## config.mk

```make
export PLATFORM = sky130hd
export DESIGN_NAME = esc_reverse_arming_ramp_core
export DESIGN_NICKNAME = d
export VERILOG_FILES = /design/src/design/esc_ramp_pkg.sv /design/src/design/esc_ramp_front.sv /design/src/design/esc_ramp_queue.sv /design/src/design/esc_ramp_back.sv /design/src/design/esc_reverse_arming_ramp_core.sv
export SDC_FILE = /design/constraint.sdc
export NUM_CORES = 2
export LEC_CHECK = 0
export BUFFER_PORTS_ARGS = -buffer_cell sky130_fd_sc_hd__clkbuf_2
export CORE_MARGIN = 8
export CORE_UTILIZATION = 54
export DETAILED_ROUTE_END_ITERATION = 8
export GPL_ROUTABILITY_DRIVEN = 0
export PLACE_DENSITY = 0.71
export SETUP_SLACK_MARGIN = 0.4
export SYNTH_ARGS = -nofsm -noshare
export SYNTH_HDL_FRONTEND = slang
export SYNTH_HIERARCHICAL = 1
export SYNTH_SLANG_ARGS = --single-unit
```

## constraint.sdc

```tcl
create_clock -name clk -period 17 [get_ports clk]
set_clock_uncertainty 0.15 [all_clocks]
set_input_delay 2.55 -clock clk [delete_from_list [all_inputs] [get_ports clk]]
set_output_delay 2.55 -clock clk [all_outputs]
set_load 0.02 [all_outputs]
```

## src/design/esc_ramp_pkg.sv

```systemverilog
// ----------------------------------------------------------------------------
// esc_ramp_pkg
// Types, register indexes and constants shared by the ESC arming ramp block.
// ----------------------------------------------------------------------------
`default_nettype none

package esc_ramp_pkg;

    // Payload widths
    localparam int TDATA_IN_W  = 48;
    localparam int TDATA_OUT_W = 48;
    localparam int CFG_ADDR_W  = 3;
    localparam int CFG_DATA_W  = 16;
    localparam int QUEUE_DEPTH = 2;
    localparam int QUEUE_PTR_W = $clog2(QUEUE_DEPTH);
    localparam int QUEUE_CNT_W = $clog2(QUEUE_DEPTH + 1);
    localparam int DIV_W       = 28;

    // Configuration register indexes
    typedef enum logic [CFG_ADDR_W-1:0] {
        CFG_NEUTRAL_PULSE = 3'd0,
        CFG_FORWARD_PULSE = 3'd1,
        CFG_REVERSE_PULSE = 3'd2,
        CFG_PWM_PERIOD    = 3'd3,
        CFG_DUTY_BITS     = 3'd4,
        CFG_BRAKE_HOLD    = 3'd5,
        CFG_ARM_HOLD      = 3'd6
    } cfg_index_t;

    // Reset values of the configuration registers
    localparam logic [11:0] RST_NEUTRAL_PULSE = 12'd1500;
    localparam logic [11:0] RST_FORWARD_PULSE = 12'd2000;
    localparam logic [11:0] RST_REVERSE_PULSE = 12'd1000;
    localparam logic [15:0] RST_PWM_PERIOD    = 16'd20000;
    localparam logic [4:0]  RST_DUTY_BITS     = 5'd16;
    localparam logic [15:0] RST_BRAKE_HOLD    = 16'd300;
    localparam logic [15:0] RST_ARM_HOLD      = 16'd300;

    // Speed handling, in half-percent units
    localparam logic signed [8:0] TARGET_LIMIT  = 9'sd200;
    localparam logic [7:0]        STEP_UP       = 8'd1;
    localparam logic [7:0]        STEP_DOWN     = 8'd4;
    localparam logic [4:0]        MAX_DUTY_BITS = 5'd16;

    // Map quotient by 100 on a 19-bit magnitude: multiply by ceil(2^26 / 100)
    // and keep bits 26 up, exact for every magnitude below 2^19.
    // Duty quotient on 28 bits through the restoring divider.
    localparam int                 MAP_MAG_W       = 19;
    localparam int                 MAP_RECIP_W     = 20;
    localparam logic [19:0]        MAP_RECIP       = 20'd671089;
    localparam int                 MAP_RECIP_SHIFT = 26;
    localparam int                 MAP_QUOT_W      = 13;
    localparam logic [4:0]         DUTY_DIV_STEPS  = 5'd28;

    typedef enum logic [2:0] {
        MODE_NEUTRAL = 3'd0,
        MODE_FORWARD = 3'd1,
        MODE_BRAKING = 3'd2,
        MODE_ARMING  = 3'd3,
        MODE_REVERSE = 3'd4
    } mode_t;

    // What the back end has to drive for one tick
    typedef enum logic [2:0] {
        DRV_NONE    = 3'd0,
        DRV_NEUTRAL = 3'd1,
        DRV_REVERSE = 3'd2,
        DRV_MAP_FWD = 3'd3,
        DRV_MAP_REV = 3'd4
    } drive_t;

    typedef enum logic [2:0] {
        BK_IDLE     = 3'd0,
        BK_MAP_MUL  = 3'd1,
        BK_MAP_ABS  = 3'd2,
        BK_MAP_DIV  = 3'd3,
        BK_CLAMP    = 3'd4,
        BK_DUTY_MUL = 3'd5,
        BK_DUTY_DIV = 3'd6,
        BK_DONE     = 3'd7
    } back_state_t;

    typedef struct packed {
        logic [11:0] neutral_pulse_us;
        logic [11:0] forward_pulse_us;
        logic [11:0] reverse_pulse_us;
        logic [15:0] pwm_period_us;
        logic [4:0]  duty_bits;
        logic [15:0] brake_hold_ms;
        logic [15:0] arm_hold_ms;
    } cfg_t;

    typedef struct packed {
        drive_t            kind;
        logic [6:0]        pct;
        mode_t             mode;
        logic signed [8:0] signed_speed;
    } cmd_t;

endpackage

`default_nettype wire

```

## src/design/esc_ramp_front.sv

```systemverilog
// ----------------------------------------------------------------------------
// esc_ramp_front
// Accepts ticks, holds the configuration, runs the mode machine and the speed
// ramp, and queues one drive command for every tick.
// ----------------------------------------------------------------------------
`default_nettype none

module esc_ramp_front
    import esc_ramp_pkg::*;
(
    input  wire logic                   clk,
    input  wire logic                   rst_n,
    input  wire logic                   s_axis_tvalid,
    output logic                        s_axis_tready,
    input  wire logic [TDATA_IN_W-1:0]  s_axis_tdata,
    input  wire logic                   cfg_we,
    input  wire logic [CFG_ADDR_W-1:0]  cfg_addr,
    input  wire logic [CFG_DATA_W-1:0]  cfg_wdata,
    input  wire logic                   q_full,
    output logic                        q_push,
    output cmd_t                        q_push_data,
    output cfg_t                        cfg
);

    cfg_t        cfg_reg;
    mode_t       mode_reg,  mode_next;
    logic [7:0]  speed_reg, speed_next;
    logic [31:0] entry_reg, entry_next;

    logic signed [8:0] tgt_raw;
    logic signed [8:0] tgt;
    logic signed [8:0] tgt_neg;
    logic [31:0]       now_ms;
    logic [31:0]       elapsed;
    logic [7:0]        speed_dec;
    drive_t            kind;
    logic [8:0]        speed_ext;

    function automatic logic [7:0] ramp(input logic [7:0] cur, input logic [7:0] goal);
        logic [8:0] lim;
        begin
            lim = {1'b0, goal} + {1'b0, STEP_DOWN};
            if (cur < goal)
                ramp = cur + STEP_UP;
            else if ({1'b0, cur} > lim)
                ramp = cur - STEP_DOWN;
            else
                ramp = goal;
        end
    endfunction

    assign s_axis_tready = !q_full;
    assign q_push        = s_axis_tvalid && s_axis_tready;
    assign cfg           = cfg_reg;

    assign tgt_raw = $signed(s_axis_tdata[8:0]);
    assign now_ms  = s_axis_tdata[40:9];
    assign elapsed = now_ms - entry_reg;
    assign tgt_neg = -tgt;
    assign speed_dec = (speed_reg > STEP_DOWN) ? (speed_reg - STEP_DOWN) : 8'd0;

    always_comb
    begin
        if (tgt_raw > TARGET_LIMIT)
            tgt = TARGET_LIMIT;
        else if (tgt_raw < -TARGET_LIMIT)
            tgt = -TARGET_LIMIT;
        else
            tgt = tgt_raw;
    end

    always_comb
    begin
        mode_next  = mode_reg;
        speed_next = speed_reg;
        entry_next = entry_reg;
        kind       = DRV_NONE;
        case (mode_reg)
            MODE_FORWARD:
            begin
                if (tgt < 0) begin
                    speed_next = 8'd0;
                    mode_next  = MODE_BRAKING;
                    entry_next = now_ms;
                end else if (tgt == 0) begin
                    speed_next = speed_dec;
                    if (speed_dec == 8'd0) begin
                        kind       = DRV_NEUTRAL;
                        mode_next  = MODE_NEUTRAL;
                        entry_next = now_ms;
                    end else begin
                        kind = DRV_MAP_FWD;
                    end
                end else begin
                    speed_next = ramp(speed_reg, tgt[7:0]);
                    kind       = DRV_MAP_FWD;
                end
            end
            MODE_BRAKING:
            begin
                kind = DRV_REVERSE;
                if (elapsed >= {16'd0, cfg_reg.brake_hold_ms}) begin
                    mode_next  = MODE_ARMING;
                    entry_next = now_ms;
                end
            end
            MODE_ARMING:
            begin
                kind = DRV_NEUTRAL;
                if (elapsed >= {16'd0, cfg_reg.arm_hold_ms}) begin
                    entry_next = now_ms;
                    if (tgt < 0) begin
                        speed_next = 8'd0;
                        mode_next  = MODE_REVERSE;
                    end else begin
                        mode_next  = MODE_NEUTRAL;
                    end
                end
            end
            MODE_REVERSE:
            begin
                if (tgt >= 0) begin
                    speed_next = 8'd0;
                    kind       = DRV_NEUTRAL;
                    mode_next  = MODE_NEUTRAL;
                    entry_next = now_ms;
                end else begin
                    speed_next = ramp(speed_reg, tgt_neg[7:0]);
                    kind       = DRV_MAP_REV;
                end
            end
            default:
            begin
                // neutral, and any stray code treated as neutral
                kind      = DRV_NEUTRAL;
                mode_next = MODE_NEUTRAL;
                if (tgt > 0) begin
                    speed_next = 8'd0;
                    mode_next  = MODE_FORWARD;
                    entry_next = now_ms;
                end else if (tgt < 0) begin
                    speed_next = 8'd0;
                    mode_next  = MODE_BRAKING;
                    entry_next = now_ms;
                end
            end
        endcase
    end

    assign speed_ext = {1'b0, speed_next};

    always_comb
    begin
        q_push_data.kind = kind;
        q_push_data.pct  = speed_next[7:1];
        q_push_data.mode = mode_next;
        if (mode_next == MODE_REVERSE)
            q_push_data.signed_speed = -$signed(speed_ext);
        else
            q_push_data.signed_speed = $signed(speed_ext);
    end

    always_ff @(posedge clk or negedge rst_n)
    begin
        if (!rst_n) begin
            mode_reg  <= MODE_NEUTRAL;
            speed_reg <= 8'd0;
            entry_reg <= 32'd0;
        end else if (q_push) begin
            mode_reg  <= mode_next;
            speed_reg <= speed_next;
            entry_reg <= entry_next;
        end
    end

    always_ff @(posedge clk or negedge rst_n)
    begin
        if (!rst_n) begin
            cfg_reg.neutral_pulse_us <= RST_NEUTRAL_PULSE;
            cfg_reg.forward_pulse_us <= RST_FORWARD_PULSE;
            cfg_reg.reverse_pulse_us <= RST_REVERSE_PULSE;
            cfg_reg.pwm_period_us    <= RST_PWM_PERIOD;
            cfg_reg.duty_bits        <= RST_DUTY_BITS;
            cfg_reg.brake_hold_ms    <= RST_BRAKE_HOLD;
            cfg_reg.arm_hold_ms      <= RST_ARM_HOLD;
        end else if (cfg_we) begin
            case (cfg_index_t'(cfg_addr))
                CFG_NEUTRAL_PULSE: cfg_reg.neutral_pulse_us <= cfg_wdata[11:0];
                CFG_FORWARD_PULSE: cfg_reg.forward_pulse_us <= cfg_wdata[11:0];
                CFG_REVERSE_PULSE: cfg_reg.reverse_pulse_us <= cfg_wdata[11:0];
                CFG_PWM_PERIOD:    cfg_reg.pwm_period_us    <= cfg_wdata;
                CFG_DUTY_BITS:     cfg_reg.duty_bits        <= cfg_wdata[4:0];
                CFG_BRAKE_HOLD:    cfg_reg.brake_hold_ms    <= cfg_wdata;
                CFG_ARM_HOLD:      cfg_reg.arm_hold_ms      <= cfg_wdata;
                default:           ;
            endcase
        end
    end

endmodule

`default_nettype wire

```

## src/design/esc_ramp_queue.sv

```systemverilog
// ----------------------------------------------------------------------------
// esc_ramp_queue
// Short command queue between the mode machine and the pulse/duty engine.
// ----------------------------------------------------------------------------
`default_nettype none

module esc_ramp_queue
    import esc_ramp_pkg::*;
(
    input  wire logic clk,
    input  wire logic rst_n,
    input  wire logic push,
    input  wire cmd_t push_data,
    output logic      full,
    input  wire logic pop,
    output cmd_t      pop_data,
    output logic      not_empty
);

    cmd_t                   entry_reg [QUEUE_DEPTH];
    logic [QUEUE_PTR_W-1:0] wr_ptr_reg;
    logic [QUEUE_PTR_W-1:0] rd_ptr_reg;
    logic [QUEUE_CNT_W-1:0] count_reg;

    assign full      = (count_reg == QUEUE_CNT_W'(QUEUE_DEPTH));
    assign not_empty = (count_reg != '0);
    assign pop_data  = entry_reg[rd_ptr_reg];

    always_ff @(posedge clk or negedge rst_n)
    begin
        if (!rst_n)
        begin
            wr_ptr_reg <= '0;
            rd_ptr_reg <= '0;
            count_reg  <= '0;
        end
        else
        begin
            if (push)
                wr_ptr_reg <= (wr_ptr_reg == QUEUE_PTR_W'(QUEUE_DEPTH - 1)) ? '0
                                                                             : wr_ptr_reg + 1'b1;
            if (pop)
                rd_ptr_reg <= (rd_ptr_reg == QUEUE_PTR_W'(QUEUE_DEPTH - 1)) ? '0
                                                                             : rd_ptr_reg + 1'b1;
            if (push && !pop)
                count_reg <= count_reg + 1'b1;
            else if (pop && !push)
                count_reg <= count_reg - 1'b1;
        end
    end

    always_ff @(posedge clk)
    begin
        if (push)
            entry_reg[wr_ptr_reg] <= push_data;
    end

endmodule

`default_nettype wire

```

## src/design/esc_ramp_back.sv

```systemverilog
// ----------------------------------------------------------------------------
// esc_ramp_back
// Turns a drive command into a clamped pulse and a PWM compare value: the map
// divides by 100 through a reciprocal multiply, the duty through a restoring
// divider, and the result beat is held for the sink.
// ----------------------------------------------------------------------------
`default_nettype none

module esc_ramp_back
    import esc_ramp_pkg::*;
(
    input  wire logic                   clk,
    input  wire logic                   rst_n,
    input  wire cfg_t                   cfg,
    input  wire logic                   q_valid,
    input  wire cmd_t                   q_data,
    output logic                        q_pop,
    output logic                        m_axis_tvalid,
    input  wire logic                   m_axis_tready,
    output logic [TDATA_OUT_W-1:0]      m_axis_tdata
);

    back_state_t state_reg, state_next;

    // control and held state
    logic        out_valid_reg,  out_valid_next;
    logic [11:0] held_pulse_reg, held_pulse_next;
    logic [15:0] held_duty_reg,  held_duty_next;

    // payload
    cmd_t              cmd_reg,       cmd_next;
    logic signed [19:0] prod_reg,     prod_next;
    logic              neg_reg,       neg_next;
    logic [DIV_W-1:0]  div_reg,       div_next;
    logic [15:0]       rem_reg,       rem_next;
    logic [15:0]       divisor_reg,   divisor_next;
    logic [4:0]        cnt_reg,       cnt_next;
    logic [11:0]       us_reg,        us_next;
    logic              out_upd_reg,   out_upd_next;
    mode_t             out_mode_reg,  out_mode_next;
    logic signed [8:0] out_speed_reg, out_speed_next;

    logic [11:0]        map_end;
    logic signed [12:0] map_diff;
    logic signed [20:0] map_prod;
    logic [19:0]        prod_mag;
    logic [MAP_MAG_W+MAP_RECIP_W-1:0] map_recip_prod;
    logic signed [13:0] quot_s;
    logic signed [13:0] quot_u;
    logic signed [13:0] raw_us;
    logic [11:0]        clamped_us;
    logic [4:0]         bits_eff;
    logic [16:0]        maxd_full;
    logic [15:0]        maxd;
    logic [15:0]        period_eff;
    logic [15:0]        duty_sat;
    logic [16:0]        trial;
    logic [16:0]        trial_sub;
    logic               trial_ge;

    assign m_axis_tvalid = out_valid_reg;
    assign m_axis_tdata  = {7'd0, out_speed_reg, out_mode_reg, out_upd_reg,
                            held_duty_reg, held_pulse_reg};

    // map: neutral + pct * (end - neutral) / 100, quotient toward zero
    assign map_end  = (cmd_reg.kind == DRV_MAP_REV) ? cfg.reverse_pulse_us
                                                    : cfg.forward_pulse_us;
    assign map_diff = $signed({1'b0, map_end}) - $signed({1'b0, cfg.neutral_pulse_us});
    assign map_prod = $signed({1'b0, cmd_reg.pct}) * map_diff;
    assign prod_mag = prod_reg[19] ? 20'(-prod_reg) : prod_reg;
    assign map_recip_prod = {MAP_RECIP_W'(0), div_reg[MAP_MAG_W-1:0]}
                          * {MAP_MAG_W'(0), MAP_RECIP};
    assign quot_u   = $signed({1'b0, div_reg[12:0]});
    assign quot_s   = neg_reg ? -quot_u : quot_u;

    always_comb
    begin
        case (cmd_reg.kind)
            DRV_NEUTRAL: raw_us = $signed({2'b00, cfg.neutral_pulse_us});
            DRV_REVERSE: raw_us = $signed({2'b00, cfg.reverse_pulse_us});
            default:     raw_us = $signed({2'b00, cfg.neutral_pulse_us}) + quot_s;
        endcase
    end

    // reverse is tested first; with crossed limits, values below reverse clamp to it, others to forward
    always_comb
    begin
        if (raw_us < $signed({2'b00, cfg.reverse_pulse_us}))
            clamped_us = cfg.reverse_pulse_us;
        else if (raw_us > $signed({2'b00, cfg.forward_pulse_us}))
            clamped_us = cfg.forward_pulse_us;
        else
            clamped_us = raw_us[11:0];
    end

    assign bits_eff   = (cfg.duty_bits > MAX_DUTY_BITS) ? MAX_DUTY_BITS : cfg.duty_bits;
    assign maxd_full  = (17'd1 << bits_eff) - 17'd1;
    assign maxd       = maxd_full[15:0];
    assign period_eff = (cfg.pwm_period_us == 16'd0) ? 16'd1 : cfg.pwm_period_us;
    assign duty_sat   = (div_reg > {12'd0, maxd}) ? maxd : div_reg[15:0];

    // one restoring step per cycle
    assign trial     = {rem_reg, div_reg[DIV_W-1]};
    assign trial_ge  = (trial >= {1'b0, divisor_reg});
    assign trial_sub = trial - {1'b0, divisor_reg};

    always_comb
    begin
        state_next      = state_reg;
        out_valid_next  = out_valid_reg && !m_axis_tready;
        held_pulse_next = held_pulse_reg;
        held_duty_next  = held_duty_reg;
        cmd_next        = cmd_reg;
        prod_next       = prod_reg;
        neg_next        = neg_reg;
        div_next        = div_reg;
        rem_next        = rem_reg;
        divisor_next    = divisor_reg;
        cnt_next        = cnt_reg;
        us_next         = us_reg;
        out_upd_next    = out_upd_reg;
        out_mode_next   = out_mode_reg;
        out_speed_next  = out_speed_reg;
        q_pop           = 1'b0;

        case (state_reg)
            BK_IDLE:
            begin
                if (q_valid)
                begin
                    q_pop    = 1'b1;
                    cmd_next = q_data;
                    case (q_data.kind)
                        DRV_NEUTRAL, DRV_REVERSE: state_next = BK_CLAMP;
                        DRV_MAP_FWD, DRV_MAP_REV: state_next = BK_MAP_MUL;
                        default:                  state_next = BK_DONE;
                    endcase
                end
            end
            BK_MAP_MUL:
            begin
                prod_next  = map_prod[19:0];
                state_next = BK_MAP_ABS;
            end
            BK_MAP_ABS:
            begin
                neg_next   = prod_reg[19];
                div_next   = {(DIV_W - MAP_MAG_W)'(0), prod_mag[MAP_MAG_W-1:0]};
                state_next = BK_MAP_DIV;
            end
            BK_MAP_DIV:
            begin
                // divide the magnitude by 100 with the scaled reciprocal
                div_next   = {(DIV_W - MAP_QUOT_W)'(0),
                              map_recip_prod[MAP_RECIP_SHIFT +: MAP_QUOT_W]};
                state_next = BK_CLAMP;
            end
            BK_DUTY_DIV:
            begin
                rem_next = trial_ge ? trial_sub[15:0] : trial[15:0];
                div_next = {div_reg[DIV_W-2:0], trial_ge};
                cnt_next = cnt_reg - 5'd1;
                if (cnt_reg == 5'd1)
                    state_next = BK_DONE;
            end
            BK_CLAMP:
            begin
                us_next    = clamped_us;
                state_next = BK_DUTY_MUL;
            end
            BK_DUTY_MUL:
            begin
                div_next     = {16'd0, us_reg} * {12'd0, maxd};
                rem_next     = 16'd0;
                divisor_next = period_eff;
                cnt_next     = DUTY_DIV_STEPS;
                state_next   = BK_DUTY_DIV;
            end
            BK_DONE:
            begin
                // hold until the output register is free
                if (!out_valid_reg || m_axis_tready)
                begin
                    if (cmd_reg.kind != DRV_NONE)
                    begin
                        held_pulse_next = us_reg;
                        held_duty_next  = duty_sat;
                    end
                    out_upd_next   = (cmd_reg.kind != DRV_NONE);
                    out_mode_next  = cmd_reg.mode;
                    out_speed_next = cmd_reg.signed_speed;
                    out_valid_next = 1'b1;
                    state_next     = BK_IDLE;
                end
            end
            default:
            begin
                state_next = BK_IDLE;
            end
        endcase
    end

    always_ff @(posedge clk or negedge rst_n)
    begin
        if (!rst_n)
        begin
            state_reg      <= BK_IDLE;
            out_valid_reg  <= 1'b0;
            held_pulse_reg <= 12'd0;
            held_duty_reg  <= 16'd0;
        end
        else
        begin
            state_reg      <= state_next;
            out_valid_reg  <= out_valid_next;
            held_pulse_reg <= held_pulse_next;
            held_duty_reg  <= held_duty_next;
        end
    end

    always_ff @(posedge clk)
    begin
        cmd_reg       <= cmd_next;
        prod_reg      <= prod_next;
        neg_reg       <= neg_next;
        div_reg       <= div_next;
        rem_reg       <= rem_next;
        divisor_reg   <= divisor_next;
        cnt_reg       <= cnt_next;
        us_reg        <= us_next;
        out_upd_reg   <= out_upd_next;
        out_mode_reg  <= out_mode_next;
        out_speed_reg <= out_speed_next;
    end

endmodule

`default_nettype wire

```

## src/design/esc_reverse_arming_ramp_core.sv

```systemverilog
// ----------------------------------------------------------------------------
// esc_reverse_arming_ramp_core
// ESC driver with brake-then-arm reverse, ramped speed, pulse map and PWM duty.
// ----------------------------------------------------------------------------
//  channel  | direction | handshake                | contents
//  s_axis   | in        | tvalid/tready            | one tick: target, time stamp
//  m_axis   | out       | tvalid/tready            | one result beat per tick
//  cfg      | in        | cfg_we, no back-pressure | register index and value
//
//  The result beat is registered. A tick that drives nothing skips every
//  arithmetic step; a fixed neutral or reverse pulse passes the clamp, the
//  duty multiply and the 28-step duty division, and a mapped pulse adds a
//  multiply, a magnitude step and a reciprocal multiply before the clamp.
//  The mode machine takes a tick in its accept cycle; a two-entry command
//  queue and the output register let either side stall alone.
//  Reset restores the register defaults, neutral mode and zero held pulse.
// ----------------------------------------------------------------------------
`default_nettype none

module esc_reverse_arming_ramp_core
    import esc_ramp_pkg::*;
(
    input  wire logic                   clk,
    input  wire logic                   rst_n,
    input  wire logic                   s_axis_tvalid,
    output logic                        s_axis_tready,
    // [8:0] target_half_pct, [40:9] now_ms, [47:41] zero
    input  wire logic [TDATA_IN_W-1:0]  s_axis_tdata,
    output logic                        m_axis_tvalid,
    input  wire logic                   m_axis_tready,
    // [11:0] pulse_width_us, [27:12] duty_value, [28] pulse_updated,
    // [31:29] mode_code, [40:32] signed_speed_half_pct, [47:41] zero
    output logic [TDATA_OUT_W-1:0]      m_axis_tdata,
    input  wire logic                   cfg_we,
    input  wire logic [CFG_ADDR_W-1:0]  cfg_addr,
    input  wire logic [CFG_DATA_W-1:0]  cfg_wdata
);

    cfg_t cfg;
    cmd_t push_data;
    cmd_t pop_data;
    logic q_push;
    logic q_pop;
    logic q_full;
    logic q_not_empty;

    esc_ramp_front u_front (
        .clk           (clk),
        .rst_n         (rst_n),
        .s_axis_tvalid (s_axis_tvalid),
        .s_axis_tready (s_axis_tready),
        .s_axis_tdata  (s_axis_tdata),
        .cfg_we        (cfg_we),
        .cfg_addr      (cfg_addr),
        .cfg_wdata     (cfg_wdata),
        .q_full        (q_full),
        .q_push        (q_push),
        .q_push_data   (push_data),
        .cfg           (cfg)
    );

    esc_ramp_queue u_queue (
        .clk       (clk),
        .rst_n     (rst_n),
        .push      (q_push),
        .push_data (push_data),
        .full      (q_full),
        .pop       (q_pop),
        .pop_data  (pop_data),
        .not_empty (q_not_empty)
    );

    esc_ramp_back u_back (
        .clk           (clk),
        .rst_n         (rst_n),
        .cfg           (cfg),
        .q_valid       (q_not_empty),
        .q_data        (pop_data),
        .q_pop         (q_pop),
        .m_axis_tvalid (m_axis_tvalid),
        .m_axis_tready (m_axis_tready),
        .m_axis_tdata  (m_axis_tdata)
    );

endmodule

`default_nettype wire

```

Yosys cells after proc, flatten, opt, wreduce, memory -nomap -nowiden
Memories as Yosys holds them, arrays and structs flattened. Cells that the tools add are included. W data, S select, Z words.

Bits in registers: 301. Memory bits (writable): 44. Input bits: 72. Memories kept: 1.

Add/subtract/negate cells: 18. Multipliers: 3. $lt $le $gt $ge: 17. Equality and inequality tests: 35. Shifts and indexed selects: 1. Mux-type cells: 66. Reductions and logical operators: 35.

Memories: u_queue.entry_reg (words 2, width 22, rd ports 1, clocked after Yosys merged registers in 0, write ports 1, line esc_ramp_queue.sv:20) `cmd_t entry_reg [QUEUE_DEPTH];`.

Operators with widths (count): $mux W32 (8); $pmux W32 S4 (1); $pmux W28 S4 (1); $mux W8 (11); $ge A32 B16 Y1 (2); $mul A19 B20 Y39 const B (1); $mux W3 (13); $mux W12 (3); $eq A3 B3 Y1 const B (11); $logic_not A32 Y1 (1); $mux W16 (2); $pmux W16 S2 (1); $pmux W8 S4 (1); $sub A32 B32 Y32 (1); $gt A28 B16 Y1 (1); $mul A12 B16 Y28 (1); $pmux W14 S2 (1); $eq A3 B2 Y1 const B (9); $mux W9 (3); $pmux W3 S8 (1); $mul A8 B13 Y20 (1); $mux W19 (1); $neg A19 Y19 (1); $add A8 B3 Y9 const B (2); other kinds (54) (97).

Depth between registers and ports, before layout
Word-level depth: 12. Gate-level depth with buffers: 34.

Hierarchy
Netlist, hierarchy kept.

Modules (own cells, without submodules): esc_ramp_back (times used 1, cells each 2791, area an instance 26255.2 um^2); esc_ramp_front (times used 1, cells each 1122, area an instance 10548.9 um^2); esc_ramp_queue (times used 1, cells each 84, area an instance 1780.5 um^2).

Least setup slack after synthesis
Ideal clock, no wire load.

Path type: input port to flip-flop. From: input port s_axis_tdata[4]. To: memory u_queue/entry_reg[0][8] (netlist bit), data pin. Arrival: 8418 ps. Required time: 16587 ps. Slack: 8169 ps. Cell stages on the path: 32. Cell sequence: clkbuf_1 a311o_1 nand2_1 ha_1 clkbuf_1 clkbuf_1 nor2_1 and2_1 inv_1 ha_1 and2_1 clkbuf_1 nand2_1 a21oi_1 o32ai_1 nor3_1 xor2_1 ha_1 nand2_1 or3_1 o21a_1 o31a_1 buf_2 nand3_1 o311ai_0 a21oi_1 a21boi_1 ha_1 inv_1 a311o_1 or4_1 o31a_1.

RTL lines: start, declared (line esc_reverse_arming_ramp_core.sv:28) `input wire logic [TDATA_IN_W-1:0] s_axis_tdata,`; end, declared (line esc_ramp_queue.sv:20).

Worst setup path in the final report
From: register u_front.cfg_reg (netlist bit u_front/cfg[36]). To: register u_back.div_reg[26], data pin.

Cells in the longest elaborated chain, start to end: 6.

RTL lines: start, declared (line esc_ramp_front.sv:25) `cfg_t cfg_reg;`; $gt A5 B5 Y1 (line esc_ramp_back.sv:96) `assign bits_eff = (cfg.duty_bits > MAX_DUTY_BITS) ? MAX_DUTY_BITS : cfg.duty_bits;`; $mux W5 * (line esc_ramp_back.sv:96); $shl A1 B5 Y16 * (line esc_ramp_back.sv:97) `assign maxd_full = (17'd1 << bits_eff) - 17'd1;`; $sub A16 B1 Y16 * (line esc_ramp_back.sv:97); $mul A12 B16 Y28 * (line esc_ramp_back.sv:173) `div_next = {16'd0, us_reg} * {12'd0, maxd};`; $pmux W28 S4 * (line esc_ramp_back.sv:126) `case (state_reg)`; named net u_back.div_next[26] (line esc_ramp_back.sv:34) `logic [DIV_W-1:0] div_reg, div_next;`; end signal, assigned (line esc_ramp_back.sv:226) `div_reg <= div_next;`; end, declared (line esc_ramp_back.sv:34).

The timed path passes the listed nets; every way through them passes the cells marked *. A chain may end at the register's enable or synchronous reset.

==> metrics <==
CP max stage delay=between 0.8 and 0.9 ns; simple-gate share of the synthesized area=0.1273; register area=roughly 9600 um^2; worst-path fanout max=20; type of element capturing the critical path=register; Worst slew margin=0.2492; maxcap violations=0; GRT overflow=0; diode count=0; Synth Register Bits=approximately 350; smallest hold slack=roughly 0.27 ns; Multi-input gate area=roughly 26000 um^2; Final Hold Violating Endpoints=0; 1st-iter DRT viols=~2200; worst skew pair latency=slightly below 0.6 ns; TNS Setup=0 ns; xor/xnor share of the synthesized area=0.03856; sequential share of the synthesized area=0.2478; Setup violations, final=0; Max Slew Vio Count=0; Syn Std Cell Area=38580 um^2; ANT nets after route=0; synth warn=6; cell taking the most area after synthesis=fa_1; fmax=about 100 MHz; DIE HEIGHT=roughly 280 um; routed via count=between 20000 and 30000; hold_buf cts=0; Tot GR Track Use=0.2344; Compound-Gate Fraction of Synth Area=0.1161; # IOs=about 120; Die X=~280 um; Startpoint Class=register; Port Buffers=107; largest net degree at the start of global routing=between 100 and 150; CTS tree=done; Hold WC Path Type=register to register; DR pass1 iterations=6; DR vias/cell=approximately 5.7; CP bufs+invs=6; TritonCTS buffer count=42; fin crit share=0.5859; worst slew pin tran=1.121 ns; initial antenna violation count=3; die area=around 80000 um^2; Root Driver=clkbuf_16; kind of cell adding the most delay to the critical path=adder cells; Largest register FFs=89; fin crit period=approximately 10 ns; fin nets=4911; Clock Pin Slew Worst Setup and Hold Paths=roughly 0.070 ns; HPWL Detailed=about 73000 um; Post-synth EDFFs=177; Mapped Cells=between 3000 and 4000; post-CTS resize count=0; DR DRC count=0; outcome=completed; Initial Util=0.5425; top post-synthesis cells by area=fa_1, ha_1, edfxtp_1; share of layout cells above drive strength 1=0.1061; H-tree depth=2; Adder-Cell Fraction of Synth Area=0.3257; synthesis-to-finish area growth=7.267%; worst endpoint required time=17.16 ns; Post-CTS Setup Bufs=0; RSZ-0062 raised after global routing=false; DRT Wirelength=about 94000 um; unique cell type count in the Yosys netlist=110; largest family of logic cells by synthesized area=adder cells; Layout fillers=between 6000 and 7000; Max stage delay cell, worst path=dfstp_2; # clock sinks=around 350; share of the synthesized area in the top cell type=0.1759; Async S/R FF share, synth=0.4870; most common cell after layout, fill and taps aside=inv_1; Syn Area/Cell=9.653 um^2; vias in the first global route=roughly 29000; Post-synth top flop=edfxtp_1; post-synthesis mux area share=0.06385; Finished Core Util=0.5820; most frequent cells in the layout=inv_1, ha_1, fa_1, nand2_1, edfxtp_1; CP Class=register to register; core area=71120 um^2; Routed WL per cell=between 15 and 20 um; Row Count=just under 100; clock buffer depth=3; crit path DAT=a little over 10 ns; global-route wire length before repair=around 150000 um
==> layer usage <==
| layer | routed length, um | GRT usage | vias to the layer above | part of all wire |
|---|---|---|---|---|
| li1 | - | - | 13620 | - |
| met5 | 7 | 0 | - | 0.000074 |
| met4 | 3180 | 0.07496 | 2 | 0.034 |
| met3 | 5503 | 0.03114 | 168 | 0.058 |
| met1 | 40920 | 0.3139 | 13940 | 0.43 |
| met2 | 44710 | 0.3929 | 834 | 0.47 |
==> worst paths after layout <==
kind / start / endpoint / slack, ns / cells after the start
max: u_front/cfg[36]$_DFFE_PN1P_ / u_back/div_reg[26]$_DFFE_PP_ / 7.04 / 28
min reg2reg: u_back/cmd_reg[8]$_DFFE_PP_ / u_back/out_speed_reg[8]$_DFFE_PP_ / 0.27 / 0
min in group asynchronous: rst_n / u_back/held_pulse_reg[9]$_DFFE_PN0P_ / 1.92 / 1
max reg2reg: u_front/cfg[36]$_DFFE_PN1P_ / u_back/div_reg[26]$_DFFE_PP_ / 7.04 / 28
min: u_back/cmd_reg[8]$_DFFE_PP_ / u_back/out_speed_reg[8]$_DFFE_PP_ / 0.27 / 0
max in group asynchronous: rst_n / u_front/entry_reg[4]$_DFFE_PN0P_ / 13.29 / 2
==> worst register-to-register path, delay by kind of cell (launching register included) <==
family          cells  cell delay (ns)
simple gates        7             2.64
buf+inv             6             0.84
xor+xnor            1             0.16
fa+ha+maj           7             3.39
flops               1             0.84
compound gates      7             1.68
==> synth_stat cells, types with 16 or more instances <==
master    count
nor4_1       16
xnor2_1     109
a31oi_1      25
nand2_1     323
o21a_1       32
o31ai_1      16
ha_1        462
mux2_2      129
a21o_1       60
or3_1        22
or2_2        19
nand2b_1     37
mux2_1       32
dfrtp_1     135
xor2_1       59
inv_1       644
nor3_1       59
and2_1      126
nor2_1      158
clkbuf_1    118
o22ai_1      20
edfxtp_1    177
and3_1       22
a211oi_1     31
o211ai_1     17
nand4_1      23
nand3_1      56
nor2b_1      60
o21ai_0     164
dfstp_2      33
a21oi_1     154
fa_1        339
mux2i_1      65
==> final cells by class <==
class                   count  area share
repair buffers            140     0.01914
flip-flops and latches    345      0.2310
clock inverters            24    0.006348
clock buffers              54     0.02848
multi-input cells        2864      0.6278
well taps                 950     0.02872
inverters                 645     0.05850
==> cells by family (layout without fill, tap and decap cells) <==
kind of cell | after synthesis | count (layout)
flops | 345 | 345
mux | 226 | 226
fa+ha+maj | 801 | 801
other cells | 1 | 7
simple gates | 979 | 979
xor+xnor | 169 | 169
compound gates | 682 | 682
buf+inv | 794 | 863
==> stage by stage <==
| step | worst slack [ns] | instances | area, um^2 |
|---|---|---|---|
| finish | 7.040 | 5022 | 41390 |
| global route | 6.551 | 5022 | 41390 |
| CTS | 7.167 | 5022 | 41390 |
| detailed placement | 7.238 | 4944 | 39950 |
| global placement | 7.312 | 4944 | 39950 |
| floorplan | 8.169 | 4003 | 38610 |
Power is not shown: default switching activity piles up to over one toggle a cycle in this logic, so the estimate is an artifact.
